==> config.mk <==
export PLATFORM = sky130hd
export DESIGN_NAME = ttb_fifo
export DESIGN_NICKNAME = d
export VERILOG_FILES = /design/src/rtl/ttb_pkg.sv /design/src/rtl/ttb_fifo.sv
export SDC_FILE = /design/constraint.sdc
export NUM_CORES = 1
export LEC_CHECK = 0
export ABC_AREA = 1
export BUFFER_PORTS_ARGS = -buffer_cell sky130_fd_sc_hd__buf_2
export CAP_MARGIN = 20
export CORE_AREA = 5 5 298 300
export CTS_CLUSTER_DIAMETER = 120
export CTS_CLUSTER_SIZE = 40
export DETAILED_ROUTE_END_ITERATION = 7
export DIE_AREA = 0 0 303 305
export GPL_TIMING_DRIVEN = 0
export HOLD_SLACK_MARGIN = 0.06
export PLACE_DENSITY = 0.6
export SYNTH_ARGS = -nofsm -noshare
export SYNTH_HDL_FRONTEND = slang
export SYNTH_SLANG_ARGS = --single-unit
==> constraint.sdc <==
create_clock -name i_clk -period 39.9 [get_ports i_clk]
set_input_delay 1.995 -clock i_clk [delete_from_list [all_inputs] [get_ports i_clk]]
set_output_delay 1.995 -clock i_clk [all_outputs]
set_load 0.005 [all_outputs]
==> src/rtl/ttb_pkg.sv <==
package ttb_pkg;

    localparam int IdxW = 20;
    localparam int FixW = 32;

    typedef logic signed [FixW-1:0] t_fix;

    // one triangle handed from the front part to the back part
    typedef struct packed {
        logic [IdxW-1:0] idx_a;
        logic [IdxW-1:0] idx_b;
        logic [IdxW-1:0] idx_c;
        t_fix [2:0]      e0;
        t_fix [2:0]      e1;
        t_fix            u1;
        t_fix            v1;
        t_fix            u2;
        t_fix            v2;
    } t_job;

    typedef struct packed {
        logic [IdxW-1:0] idx_a;
        logic [IdxW-1:0] idx_b;
        logic [IdxW-1:0] idx_c;
        t_fix [2:0]      tangent;
        t_fix [2:0]      binormal;
        logic            degenerate;
    } t_result;

    function automatic t_fix sat32(input logic signed [FixW:0] v);
        logic [FixW-1:0] r;
        if (v[FixW] != v[FixW-1]) begin
            r = v[FixW] ? {1'b1, {(FixW-1){1'b0}}} : {1'b0, {(FixW-1){1'b1}}};
        end else begin
            r = v[FixW-1:0];
        end
        return t_fix'(r);
    endfunction

endpackage

==> src/rtl/ttb_fifo.sv <==
module ttb_fifo (
    input  logic          i_clk,
    input  logic          i_rst_n,
    input  logic          i_push,
    input  ttb_pkg::t_job i_job,
    output logic          o_full,
    input  logic          i_pop,
    output logic          o_empty,
    output ttb_pkg::t_job o_job
);

    ttb_pkg::t_job r_mem [2];
    logic          r_wp;
    logic          r_rp;
    logic [1:0]    r_cnt;

    assign o_full  = (r_cnt == 2'd2);
    assign o_empty = (r_cnt == 2'd0);
    assign o_job   = r_mem[r_rp];

    always_ff @(posedge i_clk) begin
        if (!i_rst_n) begin
            r_wp  <= 1'b0;
            r_rp  <= 1'b0;
            r_cnt <= 2'd0;
        end else begin
            if (i_push) r_wp <= ~r_wp;
            if (i_pop)  r_rp <= ~r_rp;
            r_cnt <= r_cnt + {1'b0, i_push} - {1'b0, i_pop};
        end
    end

    always_ff @(posedge i_clk) begin
        if (i_push) r_mem[r_wp] <= i_job;
    end

endmodule

======== After elaboration in Yosys (flattened, before gate mapping) ========
Memory sizes are Yosys's and may differ from the RTL's. A register that Yosys moved wholly into a read port is not among the register bits.
Index checks and enable logic that the tools add are counted.
operators by class
  add/subtract/negate cells ............... 2
  mux-type cells .......................... 4
  reductions and logical operators ........ 1
  bitwise logic cells ..................... 2
  eq/ne operators ......................... 1
operators with widths
  cell                                         number
  1-bit 2-to-1 mux                             4
  2-bit by 1-bit adder with 2-bit output       1
  2-bit equality test, second input constant   1
  2-bit logical NOT                            1
  1-bit NOT                                    2
  2-bit by 1-bit subtractor with 2-bit output  1
word-level totals
  memories kept ........................... 1
  bits in registers ....................... 4
  bits in writable memories ............... 760
  bits of input ports ..................... 384
  output and inout bits ................... 382
  word-level logic and storage cells ...... 14
memory list
  name   words  width  rd ports  clocked after memory_dff  write ports  line            source
  r_mem  2      380    1         1                         1            ttb_fifo.sv:12  ttb_pkg::t_job r_mem [2];

======== Longest topological paths before layout ========
  depth after elaboration ................. 3
  depth in mapped cells ................... 9
  mapped depth without buffers ............ 9

======== Worst setup path after synthesis ========
No wires, ideal clock.
  path kind ............................... in2reg
  from .................................... in i_push
  to ...................................... mem r_mem[0][0] (netlist bit), enable pin
  data arrival time ....................... 17.901 ns
  stages on the path ...................... 2
  required time ........................... 38.759 ns
  path buffers ............................ 0
  setup time .............................. 1.141 ns
  slack ................................... 20.857 ns
  path through ............................ inv_1 > nor2_1
on the way
  longest elaborated chain between the ends .. 2
RTL lines
  item                                    line            source
  start, declared                         ttb_fifo.sv:4   input logic i_push,
  1-bit 2-to-1 mux                        ttb_fifo.sv:34  if (i_push) r_mem[r_wp] <= i_job;
  1-bit 2-to-1 mux (implied by the code)  ttb_fifo.sv:34
  end, declared                           ttb_fifo.sv:12
Every way passes these cells.

==> flow_summary_export.csv <==
group,metric,value,unit
logic_synthesis,syn-num-nets,1601,
floorplan,rows,108,
detailed_routing,drt-vias-per-instance,4.40,
clock_tree,worst_skew_pair.late_latency,0.62,ns
timing,relSlewSlack,0.496,
timing,fin_hold_ws,0.550,ns
logic_synthesis,syn_area,28500,µm²
placed_design,io_buffers,765,
logic_synthesis,synthCells,1215,
final_layout,stdcell_count,3206,
timing,layout_min_cycle_time,4.28,ns
timing,timing.fmax,0.233,GHz
final_layout,fin_nets,2409,
clock_tree,cts_setup_buffers,0,
final_layout,area_growth_syn_to_layout,22.7,%
worst_setup_path,critical_path.endpoint_type,"output port",
grt,overflow,0,
detailed_routing,drc,0,
floorplan,core-area,85900,µm²
grt,grt_start_max_net_pins,117,
clock_tree,cts_tree,"built",
logic_synthesis,synth.distinct_cells,13,
worst_setup_path,worstSetupStartpointType,"flop",
clock_tree,clk_path_buf_depth,3,
worst_setup_path,cp.arrival,2.29,ns
timing,rsz0062_at_grt,"false",
grt,grt_first_pass_wirelength,95300,µm
timing,drv_slew,0,
clock_tree,ctsHoldBuffers,0,
clock_tree,clk_pin_slew_worst_paths,0.13,ns
grt,gr-usage-all-layers,0.135,
status,status,"completed",
detailed_routing,firstDrtPassIters,8,
placed_design,dpl.hpwl,50800,µm
final_layout,fin_util,0.406,
timing,finalCritPeriodShare,0.107,
timing,tightest_slew,0.756,ns
timing,fin_skew,0.0466,ns
logic_synthesis,ys_seq_area_frac,0.806,
clock_tree,cts_buffers,24,
grt,antenna_found_initial,26,
clock_tree,cts_resized,0,
timing,setup_tns,0,ns
floorplan,io_pins,766,
clock_tree,cts_sinks,765,
clock_tree,root_buffer,"clkbuf_16",
worst_setup_path,criticalPathCategory,"reg -> out",
logic_synthesis,ys_ff_latch,765,
pwr,p_total,1.46,mW
detailed_routing,drt_wl_total,67000,µm
detailed_routing,wl_per_cell,20.9,µm
job,cap_violations,0,
logic_synthesis,synth_top_cell_by_area,"edfxtp_1",
detailed_routing,drt_iter0_drc,751,
grt,first_global_vias,15100,
min_path,hp-class,"reg -> reg",
worst_setup_path,cp.required,37.90,ns
detailed_routing,vias,14100,
floorplan,die_h,305,µm
timing,hold_viol,0,
logic_synthesis,ys.warnings.count,0,
floorplan,dieArea,92400,µm²
placed_design,dp.cells,3152,
detailed_routing,drtAntennaViolNets,0,
floorplan,start_util,0.331,
pwr,ir_worst_vdd,35.6,µV
pwr,leakage,13.2,nW
worst_setup_path,cp_max_fo,10,
floorplan,die-width,303,µm
pwr,p_per_area,41.9,nW/µm²
timing,finalSetupViolCount,0,
logic_synthesis,syn_avg_cell_area,23.4,µm²
final_layout,drive_above_1_share,0.608,
clock_tree,h-tree-depth,1,
logic_synthesis,synthTopCellsByArea,"edfxtp_1 (80%), mux2_4 (11%), mux2_2 (7.1%)",
placed_design,routabilityCongestion,0.777,
logic_synthesis,synth.top_cell.area_share,0.802,
-- registers in the layout, summed over array words and instances (netlist names), named ones only --
signal  cells
r_rp        1
r_mem     760
r_wp        1
r_cnt       2
-- routing by layer --
metal  global-route usage  wire length [µm]  up-vias
met1                0.144             23600     7110
met2                0.255             35800      479
met3               0.0458              5900       81
met5                    0                88        -
li1                     -                 -     6435
met4               0.0336              1560       12
-- layout make-up --
type | instances | area [µm²]
Fill cell | 7886 | 51000
Sequential cell | 765 | 22900
Multi-Input combinational cell | 401 | 5140
Timing Repair Buffer | 782 | 4210
Tap cell | 1155 | 1450
Clock buffer | 33 | 656
Buffer | 42 | 375
Clock inverter | 6 | 87.6
Antenna cell | 15 | 37.5
Inverter | 7 | 33.8
-- synthesized netlist by cell type, drive strengths merged --
| library cell | count |
|---|---|
| a21oi | 1 |
| buf | 42 |
| dfxtp | 5 |
| edfxtp | 760 |
| ha | 2 |
| inv | 7 |
| mux2 | 380 |
| nand2 | 8 |
| nand3 | 1 |
| nor2 | 9 |
-- worst max-delay path, cell delays in order (launching register included) --
cell     delay (ns)
dfxtp_1        0.37
buf_4          0.26
buf_6          0.23
buf_6          0.24
mux2_4         0.39
buf_2          0.15
-- logic make-up after synthesis --
logic type	Yosys count	synth area share
flops	765	0.806
compound gates	1	0.000176
mux	380	0.177
simple gates	18	0.00242
buf+inv	49	0.0141
fa+ha+maj	2	0.000879
-- cells in the final DEF, fill, tap and decap left out --
master,synthesis,layout
a21oi_1,1,1
buf_12,0,11
buf_16,0,6
buf_2,9,774
buf_4,11,11
buf_6,22,22
clkbuf_1,0,8
clkbuf_16,0,25
clkinv_16,0,1
clkinv_8,0,2
clkinvlp_4,0,1
dfxtp_1,5,5
diode_2,0,15
edfxtp_1,760,760
ha_1,2,2
inv_1,7,6
inv_6,0,2
inv_8,0,1
mux2_2,180,180
mux2_4,200,200
nand2_1,8,8
nand3_1,1,1
nor2_1,9,8
nor2_4,0,1
-- final timing paths --
check	startpoint	endpoint	slack (ns)	depth (start not counted)
max	flop	o_job[190]	35.62	5
min	r_rp	flop	0.55	2
max reg2reg	r_wp	r_mem[1][197]	37.31	4
min reg2reg	r_rp	flop	0.55	2
-- through the flow --
step | instance area, µm² | worst slack, ns
after floorplan | 28500 | 20.86
after global placement | 33700 | 11.95
after detailed placement | 34100 | 35.60
after CTS | 34900 | 35.44
after global routing | 34900 | 35.40
final | 34900 | 35.62
-- power breakdown --
group / leakage, nW / internal [mW] / switching, mW
logic: 5.69 / 0.0904 / 0.0858
clock network: 0.352 / 0.121 / 0.227
registers: 7.17 / 0.930 / 0.00938
total: 13.2 / 1.14 / 0.322
No activity file was read; power rests on OpenSTA's default activity.
