File: src/rtl/ttb_pkg.sv
package ttb_pkg;

    localparam int IdxW = 20;
    localparam int FixW = 32;

    typedef logic signed [FixW-1:0] t_fix;

    // one triangle handed from the front part to the back part
    typedef struct packed {
        logic [IdxW-1:0] idx_a;
        logic [IdxW-1:0] idx_b;
        logic [IdxW-1:0] idx_c;
        t_fix [2:0]      e0;
        t_fix [2:0]      e1;
        t_fix            u1;
        t_fix            v1;
        t_fix            u2;
        t_fix            v2;
    } t_job;

    typedef struct packed {
        logic [IdxW-1:0] idx_a;
        logic [IdxW-1:0] idx_b;
        logic [IdxW-1:0] idx_c;
        t_fix [2:0]      tangent;
        t_fix [2:0]      binormal;
        logic            degenerate;
    } t_result;

    function automatic t_fix sat32(input logic signed [FixW:0] v);
        logic [FixW-1:0] r;
        if (v[FixW] != v[FixW-1]) begin
            r = v[FixW] ? {1'b1, {(FixW-1){1'b0}}} : {1'b0, {(FixW-1){1'b1}}};
        end else begin
            r = v[FixW-1:0];
        end
        return t_fix'(r);
    endfunction

endpackage

File: src/rtl/ttb_front.sv
module ttb_front #(
    parameter int INDEX_BITS = 20
) (
    input  logic                          i_clk,
    input  logic                          i_rst_n,
    input  logic                          i_valid,
    output logic                          o_ready,
    input  logic [ttb_pkg::IdxW-1:0]      i_index,
    input  ttb_pkg::t_fix [2:0]           i_pos,
    input  ttb_pkg::t_fix [1:0]           i_tex,
    input  logic                          i_full,
    output logic                          o_push,
    output ttb_pkg::t_job                 o_job
);

    localparam logic [ttb_pkg::IdxW-1:0] IdxMask = (INDEX_BITS >= ttb_pkg::IdxW) ?
        {ttb_pkg::IdxW{1'b1}} : ttb_pkg::IdxW'((64'd1 << INDEX_BITS) - 64'd1);

    logic [1:0]                 r_count;
    logic [1:0]                 n_count;
    logic [ttb_pkg::IdxW-1:0]   r_idx [2];
    ttb_pkg::t_fix [2:0]        r_pos [2];
    ttb_pkg::t_fix [1:0]        r_tex [2];
    logic                       take;
    logic [ttb_pkg::IdxW-1:0]   idx_m;

    assign o_ready = (r_count != 2'd2) || !i_full;
    assign take    = i_valid && o_ready;
    assign o_push  = take && (r_count == 2'd2);
    assign idx_m   = i_index & IdxMask;

    always_comb begin
        n_count = r_count;
        if (take) begin
            n_count = (r_count == 2'd2) ? 2'd0 : r_count + 2'd1;
        end
    end

    always_ff @(posedge i_clk) begin
        if (!i_rst_n) begin
            r_count <= 2'd0;
        end else begin
            r_count <= n_count;
        end
    end

    always_ff @(posedge i_clk) begin
        if (take && r_count != 2'd2) begin
            r_idx[r_count[0]] <= idx_m;
            r_pos[r_count[0]] <= i_pos;
            r_tex[r_count[0]] <= i_tex;
        end
    end

    // deltas from corner one, each clamped to 32 bits
    always_comb begin
        o_job.idx_a = r_idx[0];
        o_job.idx_b = r_idx[1];
        o_job.idx_c = idx_m;
        for (int k = 0; k < 3; k++) begin
            o_job.e0[k] = ttb_pkg::sat32({r_pos[1][k][31], r_pos[1][k]}
                                       - {r_pos[0][k][31], r_pos[0][k]});
            o_job.e1[k] = ttb_pkg::sat32({i_pos[k][31], i_pos[k]}
                                       - {r_pos[0][k][31], r_pos[0][k]});
        end
        o_job.u1 = ttb_pkg::sat32({r_tex[1][0][31], r_tex[1][0]} - {r_tex[0][0][31], r_tex[0][0]});
        o_job.v1 = ttb_pkg::sat32({r_tex[1][1][31], r_tex[1][1]} - {r_tex[0][1][31], r_tex[0][1]});
        o_job.u2 = ttb_pkg::sat32({i_tex[0][31], i_tex[0]} - {r_tex[0][0][31], r_tex[0][0]});
        o_job.v2 = ttb_pkg::sat32({i_tex[1][31], i_tex[1]} - {r_tex[0][1][31], r_tex[0][1]});
    end

endmodule

File: config.mk
export PLATFORM = sky130hd
export DESIGN_NAME = ttb_front
export DESIGN_NICKNAME = d
export VERILOG_FILES = /design/src/rtl/ttb_pkg.sv /design/src/rtl/ttb_front.sv
export SDC_FILE = /design/constraint.sdc
export NUM_CORES = 1
export LEC_CHECK = 0
export BUFFER_PORTS_ARGS = -buffer_cell sky130_fd_sc_hd__buf_2
export CAP_MARGIN = 5
export CORE_MARGIN = 5
export CORE_UTILIZATION = 25
export CTS_CLUSTER_DIAMETER = 60
export DETAILED_ROUTE_END_ITERATION = 12
export PLACE_DENSITY_LB_ADDON = 0.15
export SYNTH_ARGS = -nofsm -noshare
export SYNTH_HDL_FRONTEND = slang
export SYNTH_SLANG_ARGS = --single-unit
File: constraint.sdc
create_clock -name i_clk -period 19.4 [get_ports i_clk]
set_input_delay 4.85 -clock i_clk [delete_from_list [all_inputs] [get_ports i_clk]]
set_output_delay 4.85 -clock i_clk [all_outputs]
set_load 0.005 [all_outputs]
# Yosys cells after proc, flatten, opt, wreduce, memory -nomap -nowiden
# Memories as Yosys holds them, arrays and structs flattened.
# Cells that the tools add are included.
[classes]
add_sub_neg = 11
eq_ne = 12
muxes = 23
reduce_logical = 5
[ops]
columns = ["cell", "count"]
rows = [
  ["32-bit two-way mux", 20],
  ["32-bit by 32-bit subtractor with 33-bit output", 10],
  ["1-bit inequality test", 10],
  ["1-bit logical AND", 3],
  ["2-bit by 1-bit adder with 2-bit output (second input constant)", 1],
  ["2-bit == test (second input constant)", 1],
  ["1-bit two-way mux", 2],
  ["2-bit two-way mux", 1],
  ["2-bit inequality test (second input constant)", 1],
  ["1-bit logical NOT", 1],
  ["1-bit logical OR", 1],
]
[totals]
reg_bits = 2
mem_bits_rw = 360
in_bits = 184
output_inout_bits = 382
word_cells = 55
memories = 3
[mem_list]
columns = ["name", "depth", "word_bits", "rd", "rd_ports_with_merged_regs", "wr", "line", "rtl"]
rows = [
  ["r_pos", 2, 96, 2, 0, 1, "ttb_front.sv:22", "ttb_pkg::t_fix [2:0] r_pos [2];"],
  ["r_tex", 2, 64, 2, 0, 1, "ttb_front.sv:23", "ttb_pkg::t_fix [1:0] r_tex [2];"],
  ["r_idx", 2, 20, 2, 0, 1, "ttb_front.sv:21", "logic [ttb_pkg::IdxW-1:0] r_idx [2];"],
]

# Logic depth before layout (Yosys ltp)
# Gate-level depths: netlist of the first run.
[depth]
ltp_word = 6
mapped_depth = 16
ltp_nobuf = 14

# Worst setup path before layout of the first run
# Ideal clock, no wire load.
[synth_timing]
path_kind = "input port to flip-flop"
start = "input i_valid"
end = "register r_count[0]"
setup_time_ns = 0.118
t_arrival_ns = 18.662
required_time_ns = 19.282
slack_ns = 0.621
path_stages = 2
path_buffers = 0
path_cell_list = "nor3b_1 > o21a_1"
[synth_between]
elab_chain_len = 1
[synth_lines]
columns = ["item", "line", "rtl"]
rows = [
  ["start, declared", "ttb_front.sv:6", "input logic i_valid,"],
  ["1-bit logical AND", "ttb_front.sv:28", "assign take = i_valid && o_ready;"],
  ["end signal, assigned", "ttb_front.sv:43", "r_count <= n_count;"],
  ["end, declared", "ttb_front.sv:19", "logic [1:0] r_count;"],
]
# No other way between the ends.
# A chain may end at the register's enable or synchronous reset.

==> impl_results.md, run 1 <==
- Status: finished, final reports clean
- CTS resizes: 0
- Height of the die: between 300 and 400 µm
- Initial core utilization: between 20% and 30%
- Placed instance count: between 5000 and 6000
- Worst reg2reg startpoint: r_count[1]
- Worst-path clk slew: 0.05 ns
- Final net count: between 4000 and 5000
- Worst Setup End Kind: output pin
- GPL Wtd Cong: a little under 0.9
- CP Capture Point: o_job[130]
- # rows: ~130
- CP Data Required Time: between 10 and 15 ns
- Skew final: about 0.025 ns
- Hold Fails Final Rpt: 0
- Period utilisation layout: around 73%
- Top-area cell type share of the netlist area: a little over a third
- IO Port Bufs: roughly 570
- CTS H-tree depth: 3
- Clk root buf: clkbuf_16
- Post-synth EDFFs: between 300 and 400
- Setup Total Neg Slack: 0 ns
- Cell with the most instances after synthesis: a21oi_1
- Peak supply drop: 0.0618 mV
- Crit path launch type: input port
- Post-route ant nets: 0
- Top cells by area, synth: edfxtp_1 (35%), ha_1 (13%), a21oi_1 (6.7%)
- Die X: roughly 360 µm
- Worst Min Path Start: r_count[1]
- Layout cell share with drive strength beyond 1: approximately a fifth
- Critical Path Start: i_pos[1]
- Initial antenna violation count: 36
- Area delta synth->final: 22.1%
- Clk Latency, worst-skew pair: 0.63 ns
- Setup violations, final: 0
- Synthesized flop and latch total: between 300 and 400
- Slew Limit Headroom: a little over a fifth
- Library cells used by synthesis: approximately 110
- Mean Syn Cell Area: between 9 and 10 µm²
- Total chip power: 3440 µW
- CTS tree: done
- Worst path arrival time: ~9.3 ns
- Largest net degree at the start of global routing: 55
- Post-CTS setup buffer count: 0
- IO Count: ~570
- CTS Hold Buffers Added: 0
- CP max FO: 17
- Final WL: about 110000 µm
- Fmax: about 0.071 GHz
- Synthesized area: 30700 µm²
- Max-Cap Viols: 0
- Area leader, netlist: edfxtp_1
- R2r endpoint: r_pos[0][62]
- Core ar.: 122000 µm²
- Most frequent cells after synthesis: a21oi_1 (411), edfxtp_1 (360), ha_1 (320)
- Worst-case clock buffer depth: 3
- GRT Util Overall: between 10% and 20%
- DRT Pass-1 Iters: 6
- HP Class: flip-flop to flip-flop
- Leak: ~0.016 µW
- CTS Buf Count: between 70 and 80
- WL/cell: just over 20 µm
- DRT iter0 DRCs: 1494
- Least-Margin Pin Slew: between 1 and 1.5 ns
- Final count of pins violating max slew: 0
- CTS Sinks: between 300 and 400
- Reg2Reg Depth: 3
- P per Cell Area: 91.6 nW/µm²
- Synthesized Nets: 3848
- Prevailing post-synth register cell: edfxtp_1
- Die ar.: around 130000 µm²
- Vias per cell: a little under 5
- RSZ-0062 raised after global routing: false
- Total congestion overflow: 0
- WS Path Type: input port to output pin
- Sequential cell area fraction in the yosys report: around a third
- First-pass GRT wire length: about 170000 µm
- Residual DRC count: 0
- Vias: around 27000
- Non-Filler Instances: 5559
- Post-Synthesis Cells: roughly 3300
- R2r setup slk: approximately 17 ns
- Vias in the first global route: approximately 27000
- Post-synth ARST share: 0%
- Post-DP HPWL: roughly 93000 µm
- Min cycle time layout: between 10 and 15 ns
- Total of warnings raised by yosys: 0
==> sequential cells by signal, summed over array words and instances (netlist names) <==
register / flops
r_count: 2
r_tex: 128
r_idx: 40
r_pos: 192
==> cell families after synthesis <==
family | share of synthesized area, %
simple gates | 10.3
buf+inv | 5.68
fa+ha+maj | 14.6
flops | 35.3
mux | 0.366
compound gates | 25.8
xor+xnor | 8.00
==> worst min-delay path by stage <==
stage	to	slack, ns	depth (start not counted)
finish	r_count[1]	0.61	2
floorplan	r_count[1]	0.56	2
global route	r_count[1]	0.65	2
CTS	r_count[1]	0.62	2
detailed placement	r_count[1]	0.60	2
global placement	r_count[1]	0.60	2
==> report_power, final <==
group / leakage (µW) / total [µW] / switching (µW) / internal [µW]
Combinational: 0.0118 / 1270 / 785 / 489
Sequential: 0.00338 / 925 / 10.8 / 914
Clock: 0.00114 / 1240 / 448 / 791
==> cell type report <==
cell class,instances,area [µm²]
Clock buffer,80,1830
Clock inverter,48,539
Timing Repair Buffer,585,2990
Multi-Input combinational cell,2560,18200
Inverter,284,1070
Sequential cell,362,10900
Fill cell,13100,84500
Tap cell,1625,2030
Antenna cell,15,37.5
==> cells in the final DEF, fill, tap and decap left out, drive strengths merged, types with 118 or more instances in the layout <==
master	Yosys	final
a21o	178	178
a21oi	417	417
buf	54	585
edfxtp	360	360
ha	320	320
inv	283	292
nand2	189	189
nor2	156	156
o21ai	320	320
xnor2	161	161
xor2	118	118
==> worst max-delay path: stages <==
cell and delay (ns):
buf_2 0.14, ha_1 0.28, nor2b_1 0.13, o21a_1 0.19, o211ai_1 0.49, a211oi_1 0.23
o21ai_0 0.42, a21o_1 0.20, nand2_1 0.14, o311ai_1 0.82, nand2_1 0.64, buf_4 0.41
o21ai_0 0.16, buf_2 0.18
==> metal layers <==
layer	vias to the layer above	global-route usage, %	wire [µm]
met5	-	0	27
met1	12700	23.2	53700
met3	157	3.59	6700
met4	4	4.53	2860
li1	13400	-	-
met2	684	26.6	50900
==> metrics by stage <==
step / utilization, % / setup WS (ns) / hold slack, ns / area [µm²]
finish: 30.7 / 5.25 / 0.614 / 37500
global placement: 28.8 / 5.26 / 0.599 / 35100
global route: 30.7 / 4.92 / 0.646 / 37500
CTS: 30.7 / 5.19 / 0.615 / 37500
detailed placement: 28.8 / 5.21 / 0.601 / 35100
floorplan: - / 0.621 / 0.560 / 30700
No activity file was read; power rests on OpenSTA's default activity.
==> run 2, diff against run 1 <==
ABC_AREA = 1   (was not set)
clock period = 11.7 ns   (was 19.4 ns; I/O delays follow)
==> run 2 against run 1 <==
  * Register-to-register slack got worse by 8.4 ns
  * Global-route usage grew 0.40 points
  * Critical path type unchanged
  * Clock skew rose by 0.0068 ns
  * First-iteration DRC count grew 18%
  * Hold slack got worse by 0.056 ns
  * Final area is 15% higher
  * Setup slack got worse by 2.0 ns
  * Synthesized cell count grew 64%
  * Area after synthesis increased by 20%
==> impl_results.md, run 2 <==
- Status: finished, final reports clean
- R2r setup slk: 8.48 ns (-8.39 ns)
- Hold Fails Final Rpt: 0 (unchanged)
- GRT Util Overall: 17.2% (+0.40 points)
- CP max stage cell: nand2_2
- Total chip power: 5610 µW (+63%)
- Post-synth ARST share: 0% (unchanged)
- Post-Place Worst Slack: 3.13 ns (-2.08 ns)
- CTS resizes: 0 (unchanged)
- Setup violations, final: 0 (unchanged)
- DRT iter0 DRCs: 1766 (+18%)
- Non-Filler Instances: 7996 (+44%)
- Post-CTS setup buffer count: 0 (unchanged)
- Synthesized Nets: 5968 (+55%)
- Library cells used by synthesis: 36 (-67%)
- Worst-case clock buffer depth: 3 (unchanged)
- Slew Limit Headroom: 41.3% (+20 points)
- Vias per cell: 4.42 (-8.8%)
- Min cycle time layout: around 8.5 ns
- Mean Syn Cell Area: 6.74 µm² (-27%)
- Post-synth EDFFs: 360 (unchanged)
- Least-Margin Pin Slew: 0.881 ns (-0.293 ns)
- WL/cell: 17.3 µm (-16%)
- Crit-path max cell delay: 0.59 ns (-0.23 ns)
- # rows: 140 (+9.4%)
- Synthesized flop and latch total: 362 (unchanged)
- Vias in the first global route: 35300 (+32%)
- Top cells by area, synth: edfxtp_1 (29%), nand2_1 (23%), ha_1 (11%)
- Most frequent cells after synthesis: nand2_1 (2210), inv_1 (796), nor2_1 (488)
- Total congestion overflow: 0 (unchanged)
- Skew final: 0.0320 ns (+0.00678 ns)
- Clk root buf: clkbuf_16
- CP max FO: 31 (+14)
- WS Path Type: input port to output pin
- Reg2Reg Depth: 7 (+4)
- CTS Buf Count: 55 (-23%)
- Largest net degree at the start of global routing: 61 (+11%)
- Fin util: 29.7% (-1.1 points)
- WHS Endpoint: r_count[0]
- IO Port Bufs: 565 (unchanged)
- CTS H-tree depth: 2 (-1)
- Fmax: 0.118 GHz
- RSZ-0062 raised after global routing: false
- IO Count: 566 (unchanged)
- Die X: 394 µm (+9.1%)
- Hold path depth: 2 (unchanged)
- Setup Total Neg Slack: 0 ns (unchanged)
- CTS tree: done
- Worst path arrival time: 5.55 ns (-3.75 ns)
- CTS Hold Buffers Added: 0 (unchanged)
- Final net count: 6528 (+49%)
- Worst Setup End Kind: output pin
- Post-DP HPWL: 120000 µm (+30%)
- Core ar.: 146000 µm² (+20%)
- Residual DRC count: 0 (unchanged)
- Period utilisation layout: around 72%
- Max reg flops: 192 (unchanged)
- Critical Path Start: i_tex[32]
- Top-area cell type share of the netlist area: 29.4% (-5.8 points)
- Peak supply drop: 0.103 mV (+66%)
- Post-route ant nets: 0 (unchanged)
- Prevailing post-synth register cell: edfxtp_1
- Worst reg2reg startpoint: r_count[0]
- CP Data Required Time: 8.78 ns (-5.77 ns)
- Area leader, netlist: edfxtp_1
- CTS Sinks: 362 (unchanged)
- R2r endpoint: r_pos[1][38]
- Placed instance count: 7874 (+45%)
- Height of the die: 394 µm (+9.1%)
- Initial core utilization: 25.2% (about the same)
- Setup ws final: 3.22 ns (-2.03 ns)
- Sequential cell area fraction in the yosys report: 29.5% (-5.8 points)
- Vias: 35400 (+31%)
- Leak: 0.0232 µW (+42%)
- Synthesized area: 36800 µm² (+20%)
- Initial antenna violation count: 44 (+22%)
- Final WL: 138000 µm (+21%)
- Post-Synthesis Cells: 5454 (+64%)
- Max-Cap Viols: 0 (unchanged)
- DRT Pass-1 Iters: 8 (+2)
- First-pass GRT wire length: 208000 µm (+23%)
- Die ar.: 155000 µm² (+19%)
- Final count of pins violating max slew: 0 (unchanged)
- Crit path top cell by count: nand2_1
- Clk Latency, worst-skew pair: 0.64 ns (about the same)
- Crit path cell chain: buf_2 > inv_1 > ha_1 > inv_1 > fa_1 > nand2_1 > nand2_1 > nand3_1 > nand2_1 > nand2_1 > nand2_2 > nand2_2 > nand2_1 > nand2_1 > nand2_2 > nand2_2 > o21ai_2 > buf_2
- Layout cell share with drive strength beyond 1: 15.0% (-4.8 points)
- Crit path launch type: input port
- Worst Min Path Start: r_count[0]
- Most frequent cells in the layout: nand2_1 (2210), inv_1 (796), buf_2 (565)
- Cell with the most instances after synthesis: nand2_1
- Commonest non-fill, non-tap cell in the layout: nand2_1
- Worst-path clk slew: 0.06 ns (about the same)
- Area delta synth->final: 17.8%
- Total of warnings raised by yosys: 0 (unchanged)
- HP Class: flip-flop to flip-flop
- P per Cell Area: 130 nW/µm² (+41%)
- GPL Wtd Cong: 0.895 (+2.1%)
[run 2: worst max-delay path: cells and delay by family]
family / cells / cell delay [ns]
AND/OR/NAND/NOR: 11 / 1.51
adder cells (fa/ha/maj): 2 / 0.53
buffers and inverters: 4 / 0.40
AO/OA/AOI/OAI: 1 / 0.16
[run 2: per-layer routing]
layer  GRT usage, %  share of wire (%)  up-vias
met5              0              0.056        -
li1               -                  -    18400
met4           4.04                2.5       12
met3           3.65                5.9      170
met2           28.7                 45      746
met1           22.7                 46    16000
[run 2: cells by family after synthesis]
| family | after synthesis | synth area share (%) |
|---|---|---|
| AND/OR/NAND/NOR | 3096 | 34.6 |
| buffers and inverters | 878 | 10.1 |
| AO/OA/AOI/OAI | 601 | 9.85 |
| flip-flops | 362 | 29.5 |
| adder cells (fa/ha/maj) | 330 | 11.4 |
| XOR/XNOR | 187 | 4.45 |
[run 2: report_power, final]
group | total [µW] | leakage [µW] | switching (µW) | internal (µW)
Clock | 1680 | 0.000911 | 662 | 1020
Combinational | 2400 | 0.0189 | 1560 | 831
Sequential | 1530 | 0.00338 | 18.0 | 1510
[run 2: final cells by class]
cell class | count | area [µm²]
Antenna cell | 20 | 50.0
Clock buffer | 60 | 1420
Clock inverter | 42 | 457
Fill cell | 16300 | 103000
Inverter | 808 | 3030
Multi-Input combinational cell | 4214 | 22200
Sequential cell | 362 | 10900
Tap cell | 1917 | 2400
Timing Repair Buffer | 573 | 2890
[run 2: worst max path at each step]
stage / end
3_5_place_dp: o_job[2]
4_1_cts: o_job[2]
3_3_place_gp: o_job[2]
2_1_floorplan: r_idx[1][0]
6_report: o_job[2]
5_1_grt: o_job[2]
[run 2: through the flow]
| stage | hold WS [ns] | instance area [µm²] |
|---|---|---|
| after floorplan | 0.500 | 36800 |
| after global placement | 0.545 | 41400 |
| after detailed placement | 0.556 | 41400 |
| after CTS | 0.565 | 43300 |
| after global routing | 0.621 | 43300 |
| final | 0.558 | 43300 |
==> run 3, diff against run 2 <==
clock period = 8.2 ns   (was 11.7 ns; I/O delays follow)
==> run 3 against run 2 <==
  * Via count decreased by 0.48%
  * Sequential share of layout area shrank 0.056 points
  * Critical path type unchanged
  * Highest routed layer unchanged
  * Critical endpoint is now o_job[0]
  * Utilization is 0.066 points higher
  * Register-to-register slack got worse by 2.6 ns
  * Final area increased by 0.22%
==> impl_results.md, run 3 (same netlist as run 2, synthesis figures left out) <==
- Status: finished, final reports clean
- Clk Latency, worst-skew pair: 0.67 ns (+0.03 ns)
- RSZ-0062 raised after global routing: false
- Worst Setup End Kind: output pin
- Vias: 35200 (-0.48%)
- Cell-internal power: 4850 µW (+44%)
- Peak supply drop: 0.157 mV (+53%)
- CTS tree: done
- Vias in the first global route: 35700 (+1.2%)
- Post-route ant nets: 0 (unchanged)
- Most frequent cells in the layout: nand2_1 (2210), inv_1 (796), buf_2 (565)
- Max reg flops: 192 (unchanged)
- CP max FO: 31 (unchanged)
- P per Cell Area: 187 nW/µm² (+45%)
- Post-CTS setup buffer count: 0 (unchanged)
- Initial antenna violation count: 37 (-16%)
- CTS Hold Buffers Added: 0 (unchanged)
- Initial core utilization: 25.2% (unchanged)
- Leak: 0.0232 µW (about the same)
- Total chip power: 8130 µW (+45%)
- First-pass GRT wire length: 210000 µm (+1.1%)
- Setup Total Neg Slack: 0 ns (unchanged)
- # rows: 140 (unchanged)
- HP Class: flip-flop to flip-flop
- CP Data Required Time: 6.15 ns (-2.63 ns)
- CTS resizes: 0 (unchanged)
- Gate power share: 42.2% (-0.5 points)
- Least-Margin Pin Slew: 0.902 ns (+0.0212 ns)
- Setup ws final: 1.38 ns (-1.84 ns)
- Commonest non-fill, non-tap cell in the layout: nand2_1
- Finished Cell Area: 43400 µm² (+0.22%)
- IO Port Bufs: 565 (unchanged)
- Worst-case clock buffer depth: 3 (unchanged)
- Post-DP HPWL: 121000 µm (+0.58%)
- Reg power frac: 26.9% (-0.4 points)
- Period utilisation layout: ~83%
- Die ar.: 155000 µm² (unchanged)
- Final count of pins violating max slew: 0 (unchanged)
- Final WL: 139000 µm (+0.79%)
- GPL Wtd Cong: 0.878 (-1.8%)
- Reg2Reg Depth: 6 (-1)
- Clk root buf: clkbuf_16
- Hold path depth: 2 (unchanged)
- Post-Place Worst Slack: 1.31 ns (-1.82 ns)
- Final net count: 6527 (-0.015%)
- Hold Fails Final Rpt: 0 (unchanged)
- Max-Cap Viols: 0 (unchanged)
- Core ar.: 146000 µm² (unchanged)
- IO Count: 566 (unchanged)
- Die X: 394 µm (unchanged)
- Layout cell share with drive strength beyond 1: 14.9% (-0.038 points)
- Residual DRC count: 0 (unchanged)
- WL/cell: 17.4 µm (+0.80%)
- Crit path launch type: input port
- Setup violations, final: 0 (unchanged)
- CTS Sinks: 362 (unchanged)
- DRT iter0 DRCs: 1801 (+2.0%)
- DRT Pass-1 Iters: 7 (-1)
- Total congestion overflow: 0 (unchanged)
- WS Path Type: input port to output pin
- Worst-path clk slew: 0.06 ns (about the same)
- Skew final: 0.0372 ns (+0.00526 ns)
- CTS H-tree depth: 2 (unchanged)
- Clock power frac: 30.9% (+0.9 points)
- Slew Limit Headroom: 39.8% (-1.4 points)
- Height of the die: 394 µm (unchanged)
- Largest net degree at the start of global routing: 115 (+89%)
- GRT Util Overall: 17.4% (+0.17 points)
- Cell Area, Placed: 41400 µm² (about the same)
- Area delta synth->final: 18.0%
- Worst path arrival time: 4.77 ns (-0.78 ns)
- Vias per cell: 4.40 (-0.47%)
- NetSw: 3280 µW (+46%)
- Min cycle time layout: ~6.8 ns
- Fmax: 0.147 GHz
- Fin util: 29.7% (+0.066 points)
- Sw Ratio: 40.3% (+0.32 points)
- CTS Buf Count: 57 (+3.6%)
- Fill count: 16400 (+0.25%)
-- run 3: cell types whose count changed in the layout (fill, tap and decap cells not counted), moves of 2 or more --
cell | before | now
inv_6 | 10 | 5
clkinvlp_4 | 5 | 7
diode_2 | 20 | 17
clkbuf_1 | 4 | 7
inv_8 | 4 | 9
clkinv_2 | 8 | 3
buf_4 | 8 | 3
buf_12 | 0 | 2
-- run 3: layer usage --
metal	track usage [%]	vias up	part of all wire, %
met5	0	-	0.045
met4	4.57	10	2.8
met3	3.02	181	5.0
met2	29.3	724	45
met1	22.9	15900	47
li1	-	18400	-
-- run 3: critical path: stages --
cell,delay (ns)
buf_2,0.11
inv_1,0.05
ha_1,0.15
inv_1,0.06
fa_1,0.39
nand2_1,0.08
nand2_1,0.09
nand3_1,0.10
nand2_1,0.15
nand2_1,0.13
nand2_2,0.09
nand2_2,0.08
nand3_1,0.08
nand2_2,0.11
nand2_2,0.45
a21oi_1,0.39
buf_2,0.17
-- run 3: worst paths after layout --
kind,startpoint,to,slack (ns)
worst max-delay path,i_tex[32],o_job[0],1.38
worst min-delay path,r_count[0],r_count[0],0.56
worst max register to register,r_count[0],r_pos[1][31],5.85
worst min register to register,r_count[0],r_count[0],0.56
-- run 3: final cells by class --
class / count / area [µm²] / area share (%)
clock buffer: 64 / 1450 / 3.35
clock inverter: 43 / 522 / 1.20
multi-input combinational: 4214 / 22200 / 51.2
sequential: 362 / 10900 / 25.0
timing repair buffer: 570 / 2890 / 6.66
antenna: 17 / 42.5 / 0.0980
inverter: 808 / 3030 / 6.99
tap: 1917 / 2400 / 5.53
-- run 3: per-stage QoR --
step	std cells	hold WS (ns)
2_1_floorplan	5454	0.529
3_3_place_gp	7871	0.548
3_5_place_dp	7871	0.552
4_1_cts	7978	0.563
5_1_grt	7981	0.639
6_report	7995	0.561
-- run 3: power by group through the flow --
| stage | Combinational, µW | Clock (µW) | Sequential, µW |
|---|---|---|---|
| floorplan | 2140 | 0 | 2240 |
| global placement | 3490 | 0 | 2220 |
| detailed placement | 3480 | 0 | 2220 |
| CTS | 3500 | 2610 | 2190 |
| global route | 3860 | 2690 | 2190 |
| finish | 3430 | 2510 | 2190 |
